`src/hw/rtl/wrp_pkg.sv`:
```
package wrp_pkg;

    localparam int WINDOW_SLOTS      = 16;
    localparam int BLOCK_OFFSET_BITS = 6;
    localparam int ADDR_W            = 64;
    localparam int BLOCK_W           = ADDR_W - BLOCK_OFFSET_BITS;
    localparam int SLOT_W            = (WINDOW_SLOTS > 1) ? $clog2(WINDOW_SLOTS) : 1;

    typedef logic [SLOT_W-1:0]  t_slot;
    typedef logic [BLOCK_W-1:0] t_block;

    localparam t_slot LAST_SLOT = t_slot'(WINDOW_SLOTS - 1);

    // one prefetch result
    typedef struct packed {
        logic [ADDR_W-1:0] prefetch_addr;
        logic              window_hit;
    } t_result;

    // next slot around the ring
    function automatic t_slot wrap_next(input t_slot s);
        t_slot r;
        if (s == LAST_SLOT) begin
            r = '0;
        end else begin
            r = s + t_slot'(1);
        end
        return r;
    endfunction

    // forward distance around the ring from b to a
    function automatic t_slot ring_dist(input t_slot a, input t_slot b);
        t_slot r;
        if (a >= b) begin
            r = a - b;
        end else begin
            r = t_slot'(int'(a) + WINDOW_SLOTS - int'(b));
        end
        return r;
    endfunction

endpackage

```
`src/hw/rtl/wrp_window.sv`:
```
module wrp_window (
    input  logic                          i_clk,
    input  logic                          i_rst_n,
    input  logic                          i_fire,
    input  logic [wrp_pkg::ADDR_W-1:0]    i_addr,
    output wrp_pkg::t_result              o_result
);

    wrp_pkg::t_block                          r_ring [wrp_pkg::WINDOW_SLOTS];
    wrp_pkg::t_block                          n_ring [wrp_pkg::WINDOW_SLOTS];
    logic [wrp_pkg::WINDOW_SLOTS-1:0]         r_valid, n_valid;
    wrp_pkg::t_slot                           r_current, n_current;
    wrp_pkg::t_slot                           r_start, n_start;
    wrp_pkg::t_slot                           r_end, n_end;

    wrp_pkg::t_block                          w_blk;
    logic [wrp_pkg::WINDOW_SLOTS-1:0]         w_match;
    logic                                     w_hit;
    logic                                     w_at_end;
    wrp_pkg::t_slot                           w_found;
    wrp_pkg::t_slot                           w_new;
    wrp_pkg::t_slot                           w_cur_after;
    wrp_pkg::t_slot                           w_end_after;
    wrp_pkg::t_slot                           w_start_after;
    wrp_pkg::t_slot                           w_rd;
    wrp_pkg::t_slot                           w_trim_len;
    wrp_pkg::t_block                          w_next_blk;

    assign w_blk = i_addr[wrp_pkg::ADDR_W-1:wrp_pkg::BLOCK_OFFSET_BITS];

    // compare every valid slot, lowest matching slot wins
    always_comb begin
        w_found = '0;
        for (int i = 0; i < wrp_pkg::WINDOW_SLOTS; i++) begin
            w_match[i] = r_valid[i] && (r_ring[i] == w_blk);
        end
        for (int i = wrp_pkg::WINDOW_SLOTS - 1; i >= 0; i--) begin
            if (w_match[i]) begin
                w_found = wrp_pkg::t_slot'(i);
            end
        end
    end

    assign w_hit      = |w_match;
    assign w_at_end   = (r_current == r_end);
    assign w_new      = wrp_pkg::wrap_next(r_current);
    assign w_trim_len = wrp_pkg::ring_dist(w_found, r_start);

    // next state of the window
    always_comb begin
        n_ring    = r_ring;
        n_valid   = r_valid;
        n_current = r_current;
        n_start   = r_start;
        n_end     = r_end;
        if (i_fire) begin
            if (w_hit) begin
                n_current = w_found;
                if (w_at_end) begin
                    // drop slots from start up to the hit slot
                    for (int i = 0; i < wrp_pkg::WINDOW_SLOTS; i++) begin
                        if (wrp_pkg::ring_dist(wrp_pkg::t_slot'(i), r_start) < w_trim_len) begin
                            n_valid[i] = 1'b0;
                        end
                    end
                    n_start = w_found;
                end
            end else begin
                n_current        = w_new;
                n_ring[w_new]    = w_blk;
                n_valid[w_new]   = 1'b1;
                n_end            = w_new;
            end
        end
    end

    // pick the slot to prefetch from the updated pointers
    assign w_cur_after   = w_hit ? w_found : w_new;
    assign w_end_after   = w_hit ? r_end : w_new;
    assign w_start_after = (w_hit && w_at_end) ? w_found : r_start;
    assign w_rd          = (w_cur_after == w_end_after) ? w_start_after
                                                        : wrp_pkg::wrap_next(w_cur_after);

    // forward the block being written on a miss
    assign w_next_blk = (!w_hit && (w_rd == w_new)) ? w_blk : r_ring[w_rd];

    assign o_result.prefetch_addr = {w_next_blk, {wrp_pkg::BLOCK_OFFSET_BITS{1'b0}}};
    assign o_result.window_hit    = w_hit;

    // hold window state
    always_ff @(posedge i_clk) begin
        if (!i_rst_n) begin
            for (int i = 0; i < wrp_pkg::WINDOW_SLOTS; i++) begin
                r_ring[i] <= '0;
            end
            r_valid   <= '0;
            r_current <= wrp_pkg::LAST_SLOT;
            r_start   <= '0;
            r_end     <= '0;
        end else begin
            r_ring    <= n_ring;
            r_valid   <= n_valid;
            r_current <= n_current;
            r_start   <= n_start;
            r_end     <= n_end;
        end
    end

    // the slot current lands on always holds a live entry
    a_current_valid: assert property (@(posedge i_clk) disable iff (!i_rst_n)
        i_fire |=> r_valid[r_current])
        else $error("current slot not valid after a transfer");

    // a miss leaves current at the end of the window
    a_miss_at_end: assert property (@(posedge i_clk) disable iff (!i_rst_n)
        i_fire && !w_hit |=> (r_current == r_end))
        else $error("current slot not at window end after a miss");

endmodule

```
`src/hw/rtl/wrp_out_reg.sv`:
```
module wrp_out_reg (
    input  logic              i_clk,
    input  logic              i_rst_n,
    input  logic              i_fire,
    input  wrp_pkg::t_result  i_result,
    input  logic              i_m_tready,
    output logic              o_m_tvalid,
    output logic              o_s_tready,
    output wrp_pkg::t_result  o_result
);

    logic             r_valid, n_valid;
    wrp_pkg::t_result r_result;

    // take a new item when empty or when the held result leaves this cycle
    assign o_s_tready = !r_valid || i_m_tready;
    assign n_valid    = i_fire || (r_valid && !i_m_tready);

    always_ff @(posedge i_clk) begin
        if (!i_rst_n) begin
            r_valid <= 1'b0;
        end else begin
            r_valid <= n_valid;
        end
    end

    // load the result on each input transfer
    always_ff @(posedge i_clk) begin
        if (i_fire) begin
            r_result <= i_result;
        end
    end

    assign o_m_tvalid = r_valid;
    assign o_result   = r_result;

    a_fire_gives_result: assert property (@(posedge i_clk) disable iff (!i_rst_n)
        i_fire |=> o_m_tvalid)
        else $error("input transfer produced no result");

endmodule

```
`src/hw/rtl/window_replay_prefetcher.sv`:
```
// Window replay prefetcher: one prefetch result per demand access.
// The result is valid on the master side in the cycle after the input transfer.
// Throughput: 1 item per cycle; the parallel slot compare and window update
// finish in the accept cycle. A held result stalls the input only while the
// master side is not ready.
// Reset: synchronous active-low; clears the ring to zero, all valid bits,
// sets current slot to the last slot and start/end pointers to slot 0.
module window_replay_prefetcher (
    input  logic                       i_clk,
    input  logic                       i_rst_n,
    input  logic                       i_s_tvalid,
    output logic                       o_s_tready,
    input  logic [wrp_pkg::ADDR_W-1:0] i_s_tdata,   // [63:0] access_addr
    output logic                       o_m_tvalid,
    input  logic                       i_m_tready,
    output logic [wrp_pkg::ADDR_W-1:0] o_m_tdata,   // [63:0] prefetch_addr
    output logic                       o_m_tuser    // [0] window_hit
);

    logic             w_fire;
    wrp_pkg::t_result w_result;
    wrp_pkg::t_result w_out;

    assign w_fire = i_s_tvalid && o_s_tready;

    wrp_window u_window (
        .i_clk    (i_clk),
        .i_rst_n  (i_rst_n),
        .i_fire   (w_fire),
        .i_addr   (i_s_tdata),
        .o_result (w_result)
    );

    wrp_out_reg u_out_reg (
        .i_clk      (i_clk),
        .i_rst_n    (i_rst_n),
        .i_fire     (w_fire),
        .i_result   (w_result),
        .i_m_tready (i_m_tready),
        .o_m_tvalid (o_m_tvalid),
        .o_s_tready (o_s_tready),
        .o_result   (w_out)
    );

    assign o_m_tdata = w_out.prefetch_addr;
    assign o_m_tuser = w_out.window_hit;

endmodule
```
`config.mk`:
```
export PLATFORM = sky130hd
export DESIGN_NAME = window_replay_prefetcher
export DESIGN_NICKNAME = d
export VERILOG_FILES = /design/src/hw/rtl/wrp_pkg.sv /design/src/hw/rtl/wrp_window.sv /design/src/hw/rtl/wrp_out_reg.sv /design/src/hw/rtl/window_replay_prefetcher.sv
export SDC_FILE = /design/constraint.sdc
export NUM_CORES = 2
export LEC_CHECK = 0
export ABC_CLOCK_PERIOD_IN_PS = 14590
export BUFFER_PORTS_ARGS = -buffer_cell sky130_fd_sc_hd__buf_2
export CAP_MARGIN = 40
export CORE_ASPECT_RATIO = 2
export CORE_MARGIN = 4
export CORE_UTILIZATION = 40
export CTS_CLUSTER_DIAMETER = 150
export DETAILED_ROUTE_END_ITERATION = 8
export SETUP_SLACK_MARGIN = 0.02
export SLEW_MARGIN = 20
export SYNTH_ARGS = -nofsm -noshare
export SYNTH_HDL_FRONTEND = slang
export SYNTH_HIERARCHICAL = 1
export SYNTH_SLANG_ARGS = --single-unit
```
`constraint.sdc`:
```
create_clock -name i_clk -period 14.59 [get_ports i_clk]
set_input_delay 1.459 -clock i_clk [delete_from_list [all_inputs] [get_ports i_clk]]
set_output_delay 1.459 -clock i_clk [all_outputs]
set_load 0.01 [all_outputs]
```
==> tab_implementation.tex <==
\begin{tabular}{lr}
\hline
Metric & Value \\
\hline
\multicolumn{2}{l}{\textbf{Detailed routing}} \\
\quad Number of vias per cell & 6.46 \\
\quad DRC Markers & 0 \\
\quad Total detailed-routing wirelength & 400,000 um \\
\quad 1st-pass router iterations & 6 \\
\quad Violation count after the first detailed-route iteration & 8,404 \\
\quad Post-DRT Antenna Nets & 0 \\
\quad Vias after detailed routing & 64,600 \\
\quad Average routed wire per standard cell & 40.0 um \\
\multicolumn{2}{l}{\textbf{CTS}} \\
\quad Post-CTS resize count & 0 \\
\quad TritonCTS clock tree & yes \\
\quad TritonCTS Sinks & 1,022 \\
\quad Buffer cell driving the clock tree root & clkbuf\_16 \\
\quad Clock transition at path regs & 0.06 ns \\
\quad Number of buffers inserted by post-CTS setup repair & 0 \\
\quad H-tree levels & 3 \\
\quad Cts bufs inserted & 105 \\
\quad Post-cts hold buffer count & 0 \\
\quad Clock insertion delay at the later pin of the skew report & 0.77 ns \\
\quad Clock Tree Buf Depth & 3 \\
\multicolumn{2}{l}{\textbf{STA}} \\
\quad Fin crit period & 10.19 ns \\
\quad Fin crit share & 0.698 \\
\quad Count of endpoints failing hold in the final timing report & 0 \\
\quad Count of pins over their slew limit & 0 \\
\quad Remaining max-slew budget at the tightest pin & 0.226 \\
\quad Final worst hold slack & 0.476 ns \\
\quad Pin slew with the least headroom to its limit & 1.13 ns \\
\quad Final setup violation count & 0 \\
\quad Worst clock skew on the final layout & 0.0290 ns \\
\quad RSZ-0062 raised after global routing & false \\
\quad Maximum clock frequency & 0.0982 GHz \\
\quad Post-Route Setup TNS & 0 ns \\
\multicolumn{2}{l}{\textbf{Setup path}} \\
\quad Data required time at the worst endpoint & 15.04 ns \\
\quad CP Data Arrival Time & 10.64 ns \\
\quad Critical path capture point type & flip-flop \\
\quad Worst reg-to-reg path cell count & 23 \\
\quad Startpoint type of the worst setup path & input port \\
\quad Worst reg2reg path startpoint & u\_window/r\_ring[143] \\
\quad R2R setup slack & 5.89 ns \\
\quad Top delay family on crit path & buffers and inverters \\
\quad Crit-path slowest cell & or4\_1 \\
\quad Critical path buffer and inverter count & 9 \\
\quad Setup crit start & i\_s\_tdata[21] \\
\quad Type of the worst setup path & input port to flip-flop \\
\quad Critical path peak fanout & 44 \\
\quad CP most frequent cell & buf\_4 \\
\quad R2R Path End & u\_out\_reg/o\_result[12] \\
\quad Largest incremental delay on the critical path & 0.68 ns \\
\multicolumn{2}{l}{\textbf{Hold path}} \\
\quad Hold Path Stages & 2 \\
\quad Worst hold path startpoint & u\_window/r\_ring[190] \\
\quad Worst hold path class & flip-flop to flip-flop \\
\quad Endpoint, Worst Hold & u\_window/r\_ring[190] \\
\multicolumn{2}{l}{\textbf{Floorplanning}} \\
\quad Horizontal die dimension & 286 um \\
\quad Num rows & 203 \\
\quad Die span in y & 563 um \\
\quad Die ar. & 0.161 mm\^{}2 \\
\quad Number of I/O pins & 135 \\
\quad Effective utilization at floorplan & 0.402 \\
\quad Std-Cell Core Area & 0.153 mm\^{}2 \\
\multicolumn{2}{l}{\textbf{Logic synthesis}} \\
\quad Synthesized area per cell & 7.68 um\^{}2 \\
\quad Total standard cell area after synthesis & 0.0616 mm\^{}2 \\
\quad Count of flip-flops with a built-in enable after synthesis & 65 \\
\quad Cell count after synthesis & 8,022 \\
\quad Flops \& latches, synth & 1,022 \\
\quad Most common flop cell mapped by yosys & dfxtp\_1 \\
\quad Asr flop ratio synth & 0 \\
\quad Register area share after synthesis & 0.342 \\
\quad Post-synth cell types & 95 \\
\quad Yosys warning total & 6 \\
\multicolumn{2}{l}{\textbf{Place}} \\
\quad Area after DPL & 0.0645 mm\^{}2 \\
\quad Half-perimeter wire length after placement & 293,000 um \\
\quad GPL Wtd Cong & 1.07 \\
\quad Number of buffers inserted by port buffering & 128 \\
\multicolumn{2}{l}{\textbf{Pwr}} \\
\quad Static power due to leakage & 23.6 nW \\
\quad Reported net switching power & 2.59 mW \\
\quad Power share of the combinational group & 0.204 \\
\quad Proportion of total power due to net switching & 0.342 \\
\quad Sequential cell fraction of total power & 0.400 \\
\quad Internal Dissipation & 4.97 mW \\
\quad Power share of the clock group & 0.396 \\
\quad Pwr Density & 111 mW/mm\^{}2 \\
\quad Worst IR Drop VDD & 109 uV \\
\multicolumn{2}{l}{\textbf{Cells and area}} \\
\quad Area occupied by multi-input gates & 0.0369 mm\^{}2 \\
\quad Highest-count cells in the layout ignoring fill and taps & 1,950 x nand2\_1, 957 x dfxtp\_1, 956 x a21oi\_1, 506 x xnor2\_1, 406 x mux2i\_1 \\
\quad Commonest non-fill, non-tap cell in the layout & nand2\_1 \\
\quad Final net count & 7,949 \\
\quad Fillers & 15,600 \\
\quad Sequential standard cell area & 0.0211 mm\^{}2 \\
\quad Share of final-layout standard cells stronger than drive strength 1 & 0.0947 \\
\quad Final instance area & 0.0684 mm\^{}2 \\
\quad Synthesis-to-finish area growth & 11.0\% \\
\multicolumn{2}{l}{\textbf{Global routing}} \\
\quad Global-route wire length before repair & 529,000 um \\
\quad Maximum number of pins on one net before global-route repair & 208 \\
\quad Number of global-route vias before repair & 60,400 \\
\quad Total routing resource utilization after global routing & 0.478 \\
\quad Initial antenna violation count & 32 \\
\quad Overflow left after global routing & 0 \\
\multicolumn{2}{l}{\textbf{Run status}} \\
\quad Status & finished clean \\
\multicolumn{2}{l}{\textbf{Run}} \\
\quad Max-capacitance violation count & 0 \\
\hline
\end{tabular}
worst register-to-register path, stage by stage, from the launching register on:
cell	delay (ns)
dfxtp_1	0.35
xor2_1	0.16
nor4_1	0.45
nand4_1	0.55
or4_1	0.69
o22ai_2	0.48
nor2b_1	0.09
o21ai_0	0.22
a211o_1	0.38
inv_2	0.11
a21oi_1	0.46
inv_2	0.09
ha_1	0.24
inv_1	0.08
o311a_4	0.40
buf_4	0.58
buf_4	0.50
buf_4	0.64
a211oi_1	0.36
a211oi_1	0.46
a211oi_1	0.12
buf_2	0.23
nor4_1	0.57
mux2i_1	0.20
metrics by stage:
stage	instances	power (mW)	setup WS (ns)	util
global route	9980	7.68	4.40	0.446
floorplan	8027	3.86	8.43	-
detailed placement	9763	4.55	4.10	0.421
global placement	9669	4.53	4.09	0.416
finish	10000	7.56	4.40	0.447
CTS	9960	7.50	4.88	0.445
registers in the layout, summed over array words and instances (netlist names):
signal and count:
u_out_reg/o_m_tvalid 1, u_out_reg/o_result 65, u_window/r_start 4, u_window/r_valid 16, u_window/r_current 4, u_window/r_end 4
u_window/r_ring 928
cells by family (layout without fill, tap and decap cells):
group | Yosys count | count (layout) | share of synthesized area
AOI/OAI and AO/OA | 1653 | 1653 | 0.168
xor gates and xnor gates | 748 | 748 | 0.106
adders and majority gates | 43 | 43 | 0.00897
buffers and inverters | 974 | 875 | 0.0674
DFF | 1022 | 1022 | 0.342
muxes | 414 | 414 | 0.0675
other | 1 | 30 | 0.0000608
and+or+nand+nor | 3167 | 3167 | 0.240
cell usage after synthesis (5+ instances only):
master / number / area share
and4_1: 7 / 0.00099
nor3b_1: 5 / 0.00061
nand4b_1: 13 / 0.0018
nand2b_1: 357 / 0.036
nand3_1: 99 / 0.0080
nor2b_1: 31 / 0.0031
nand4_1: 269 / 0.027
a21oi_1: 956 / 0.078
o32ai_1: 111 / 0.016
a211oi_1: 355 / 0.043
edfxtp_1: 65 / 0.032
buf_1: 103 / 0.0063
o21ai_0: 25 / 0.0020
ha_1: 41 / 0.0083
o2111ai_1: 70 / 0.0099
and3_1: 22 / 0.0022
dfxtp_1: 957 / 0.31
a221oi_1: 10 / 0.0014
xor2_1: 240 / 0.034
a31oi_1: 6 / 0.00061
nor4b_1: 12 / 0.0017
o22ai_1: 15 / 0.0015
buf_6: 13 / 0.0024
and2_1: 16 / 0.0016
o211ai_1: 14 / 0.0017
xnor2_1: 508 / 0.072
nor4_1: 200 / 0.020
nand2_1: 1966 / 0.12
or2_2: 6 / 0.00061
buf_4: 51 / 0.0062
buf_2: 167 / 0.014
nor3_1: 38 / 0.0031
a21o_1: 14 / 0.0017
or3_1: 10 / 0.0010
or4_1: 31 / 0.0038
nor2_1: 61 / 0.0037
a311oi_1: 8 / 0.0011
mux2i_1: 410 / 0.067
a2111oi_0: 11 / 0.0016
clkbuf_1: 407 / 0.025
inv_2: 9 / 0.00055
inv_1: 223 / 0.014
per-layer routing:
metal / part of all wire / global-route usage / vias to the layer above
met2: 0.44 / 0.749 / 4167
met5: 0.00024 / 0 / -
met4: 0.15 / 0.567 / 14
met1: 0.33 / 0.491 / 31500
li1: - / - / 27400
met3: 0.078 / 0.102 / 1559
power groups by stage:
stage / Clock, mW / Combinational [mW] / Sequential [mW]
after floorplan: 0 / 0.809 / 3.05
after global placement: 0 / 1.45 / 3.08
after CTS: 3.01 / 1.47 / 3.02
final: 2.99 / 1.54 / 3.02
after detailed placement: 0 / 1.47 / 3.08
after global routing: 3.11 / 1.55 / 3.03
worst max-delay path by stage:
stage	end	slack (ns)	depth (start not counted)
2_1_floorplan	u_out_reg/o_result[63]	8.43	25
3_3_place_gp	u_out_reg/o_result[44]	4.09	20
3_5_place_dp	u_out_reg/o_result[59]	4.10	24
4_1_cts	u_out_reg/o_result[59]	4.88	24
5_1_grt	u_out_reg/o_result[12]	4.40	25
6_report	u_out_reg/o_result[12]	4.40	25
layout make-up:
class	count	share of cell area
antenna	24	0.000878
clock buffer	141	0.0432
clock inverter	56	0.0104
inverter	233	0.0129
multi-input combinational	6031	0.539
sequential	1022	0.309
tap	2050	0.0375
timing repair buffer	445	0.0474
Power figures use the tool's default switching activity.
